### src/rtl/core/sst_pkg.sv
// ----------------------------------------------------------------------------
// sst_pkg: shared types and constants of the sorted set table
// Request modes, sequencer states, cell control word and fixed field widths.
// ----------------------------------------------------------------------------
package sst_pkg;

  // fixed field widths
  localparam int MODE_W      = 2;
  localparam int KEY_W       = 16;
  localparam int COUNT_W     = 11;
  localparam int IN_TDATA_W  = 24;
  localparam int OUT_TDATA_W = 16;

  // request modes; the fourth code is unused and changes nothing
  typedef enum logic [MODE_W-1:0] {
    MODE_MEMBER = 2'd0,
    MODE_INSERT = 2'd1,
    MODE_DELETE = 2'd2
  } mode_t;

  // request sequencer
  typedef enum logic [1:0] {
    ST_IDLE,
    ST_COMPARE,
    ST_APPLY
  } state_t;

  // control word broadcast to every cell
  typedef struct packed {
    logic compare_en;
    logic insert_en;
    logic delete_en;
  } cell_ctrl_t;

endpackage

### src/rtl/core/sst_cell.sv
// ----------------------------------------------------------------------------
// sst_cell: one slot of the sorted set table
// Holds one value, compares it with the broadcast key and shifts toward its
// right neighbor on insert or takes the right neighbor's value on delete.
// ----------------------------------------------------------------------------
module sst_cell #(
  parameter int VALUE_BITS = 16,
  parameter int CNT_W      = 11,
  parameter int INDEX      = 0
) (
  input  logic                  clk,
  input  sst_pkg::cell_ctrl_t   ctrl,
  input  logic [VALUE_BITS-1:0] key,
  input  logic [CNT_W-1:0]      count,
  input  logic [VALUE_BITS-1:0] left_value,
  input  logic                  left_lt,
  input  logic [VALUE_BITS-1:0] right_value,
  output logic [VALUE_BITS-1:0] value,
  output logic                  lt,
  output logic                  eq
);

  logic                  occupied;
  logic [VALUE_BITS-1:0] value_next;

  // slot holds a live value when it lies below the fill count
  assign occupied = CNT_W'(INDEX) < count;

  // insert: keep if below key, else take key at the boundary or shift right
  always_comb begin
    value_next = value;
    if (ctrl.insert_en) begin
      if (!lt) begin
        value_next = left_lt ? key : left_value;
      end
    end else if (ctrl.delete_en) begin
      if (!lt) begin
        value_next = right_value;
      end
    end
  end

  // compare flags, captured in the compare stage ahead of the shift
  always_ff @(posedge clk) begin
    if (ctrl.compare_en) begin
      lt <= occupied && (value < key);
      eq <= occupied && (value == key);
    end
    value <= value_next;
  end

endmodule

### config.mk
export PLATFORM = sky130hd
export DESIGN_NAME = sst_cell
export DESIGN_NICKNAME = d
export VERILOG_FILES = /design/src/rtl/core/sst_pkg.sv /design/src/rtl/core/sst_cell.sv
export SDC_FILE = /design/constraint.sdc
export NUM_CORES = 1
export LEC_CHECK = 0
export BUFFER_PORTS_ARGS = -buffer_cell sky130_fd_sc_hd__buf_2
export CORE_MARGIN = 5
export CORE_UTILIZATION = 45
export CTS_CLUSTER_SIZE = 14
export DETAILED_ROUTE_END_ITERATION = 16
export GPL_TIMING_DRIVEN = 0
export PLACE_DENSITY = 0.83
export SLEW_MARGIN = 20
export SYNTH_ARGS = -nofsm -noshare
export SYNTH_HDL_FRONTEND = slang
export SYNTH_SLANG_ARGS = --single-unit
### constraint.sdc
create_clock -name clk -period 2.7 [get_ports clk]
set_input_delay 0.405 -clock clk [delete_from_list [all_inputs] [get_ports clk]]
set_output_delay 0.405 -clock clk [all_outputs]
set_load 0.05 [all_outputs]
==> flow_summary.toml <==
[critical_path]
worst_ep_required_time_ns = 2.63
crit_arrival_ns = 1.65
end_kind = "flip-flop"
cp_max_fo = 16
cp-start-kind = "primary input"
critical_path_class = "primary input to flip-flop"

[route]
top_layer = "met4"
routed_wl_um = 3560
vias = 1290
wire_per_inst_um = 14.3
vias_per_cell = 5.18
drc = 0
routed-wl-met3_um = 359
drt-met1-wl_um = 1260
ant_nets = 0
drt-pass1-iter-count = 4
wl_met2_um = 1890
drt-initial-drc-count = 16

[clocking]
cts_tree = "built"
clk_latency_ns = 0.29
cts_made_buffers = 3
post_cts.repair.setup_buffers = 0
postCtsHoldBufs = 0
cts.sinks = 18
clk_pin_slew_ns = 0.10
cts_buffer_depth = 2
cts-resized-gates = 0
htreeDepth = 1
cts_root_buf = "clkbuf_4"

[finish]
fillCellCount = 244
stdcell_count = 249
drive_gt1_share_pct = 41.7
layout_commonest_cell = "buf_2"
mostFrequentLayoutCells = "buf_2 (81), a21oi_1 (23), edfxtp_1 (18), nor2_1 (17)"
num_antenna_cells = 0
postLayoutCoreUtil_pct = 64.3
fin_nets = 299
synthToLayoutAreaGrowth_pct = 34.9

[die]
placementRows = 19
initial_core_util_pct = 47.7
die_w_um = 64.3
die-area_um2 = 4130
io_pins = 82
die_h_um = 64.3
core-area_um2 = 2780

[global_routing]
grt-ovfl-total = 0
grt_pass1_wl_um = 5420
grt_usage_pct = 16.5
antenna_found_initial = 0
grt_max_degree = 17
grt_pass1_vias = 1323

[power]
p_leak_nw = 0.930
power_density_nw_per_um2 = 430
vdd_drop_max_mv = 0.372

[logic_synthesis]
synth.top_cell.area_share_pct = 40.8
ys_top_cells_by_area = "edfxtp_1 (41%), ha_1 (15%), mux2i_1 (12%)"
synth_seq_cells = 18
synth.distinct_cells = 25
synth_area_per_cell_um2 = 9.82
syn-num-nets = 215
mappedNetlistArea_um2 = 1330
ys_warn_count = 0
ys_seq_area_share_pct = 40.8
yosys.area.top_type = "edfxtp_1"
syn-instance-count = 135

[sta]
hold_viol = 0
final.setup.tns_ns = 0
tightestPinTransition_ns = 0.817
setup_viol = 0
finClkSkew_ns = 0.000884
slew-limit-headroom_pct = 45.5
rsz0062_at_grt = "no"
fin_crit_ns = 1.71
min_period_over_period_pct = 63.4
finalMaxSlewViolations = 0
setup_slack_ns = 0.988
max_freq_mhz = 584

[place]
dpl_worst_slack_ns = 0.651
place.gp.congestion = 0.787
hpwlAfterDp_um = 3010
place_inst = 245
port-buffer-count = 79

[run]
maxCapViolCount = 0

[min_path]
hp-class = "primary input to flip-flop"

[outcome]
status = "finished clean"
## routing by layer
layer / global-route usage [%] / up-vias
met5: 0 / -
met2: 30.8 / 55
li1: - / 654
met1: 17.0 / 575
met3: 5.08 / 6
met4: 5.60 / 0
## power by group
part           internal [mW]  switching [mW]
Combinational          0.102           0.177
Clock                 0.0538          0.0851
Sequential             0.340          0.0120
Total                  0.496           0.274
## critical path: stages
cell and delay [ns]:
clkbuf_1 0.21, buf_2 0.29, nor2_1 0.10, nor2_2 0.63
## layout make-up
class / count / area [µm²] / area share (%)
Buffer: 6 / 32.5 / 1.82
Clock inverter: 1 / 3.75 / 0.210
Multi-Input combinational cell: 95 / 696 / 38.9
Inverter: 16 / 60.1 / 3.36
Tap cell: 31 / 38.8 / 2.17
Clock buffer: 3 / 22.5 / 1.26
Timing Repair Buffer: 79 / 395 / 22.1
Sequential cell: 18 / 541 / 30.2
## metrics by stage
stage / hold WS, ns / cell area, µm² / power [mW]
after floorplan: 0.517 / 1330 / 0.541
after global placement: 0.624 / 1760 / 0.631
after detailed placement: 0.628 / 1760 / 0.640
after CTS: 0.321 / 1790 / 0.776
after global routing: 0.316 / 1790 / 0.816
final: 0.324 / 1790 / 0.770
## sequential cells by signal (all words and copies together) (netlist names)
name,count
lt,1
value,16
eq,1
## Yosys cell counts
cell type / count
and3b_1: 1
inv_1: 16
nor2_1: 18
nor3_1: 1
nor3b_1: 1
nand2_1: 4
edfxtp_1: 18
ha_1: 16
nor2b_1: 1
buf_4: 2
buf_2: 2
nand3_1: 2
a21oi_1: 23
nor4_2: 1
and4_1: 1
o2111ai_1: 1
a21oi_2: 1
mux2i_1: 16
nor4_1: 2
o211ai_1: 1
o21ai_2: 1
nand4_1: 2
clkbuf_1: 2
and3_1: 1
and4_4: 1
## path summary, 6_finish.rpt
kind | from | to | slack (ns) | cells past startpoint
setup reg to reg | value[14] | lt | 1.02 | 5
hold reg to reg | lt | value[15] | 0.77 | 1
hold / removal | ctrl[2] | eq | 0.32 | 1
setup / recovery | ctrl[1] | value[13] | 0.99 | 4
## kinds of logic (layout without fill, tap and decap cells)
logic type / Yosys count / in the layout / share of synthesized area (%)
compound gates: 27 / 27 / 11.2
fa+ha+maj: 16 / 16 / 15.1
buf+inv: 22 / 105 / 6.98
flops: 18 / 18 / 40.8
mux: 16 / 16 / 12.1
simple gates: 36 / 36 / 13.9
No activity file was read; power rests on OpenSTA's default activity.
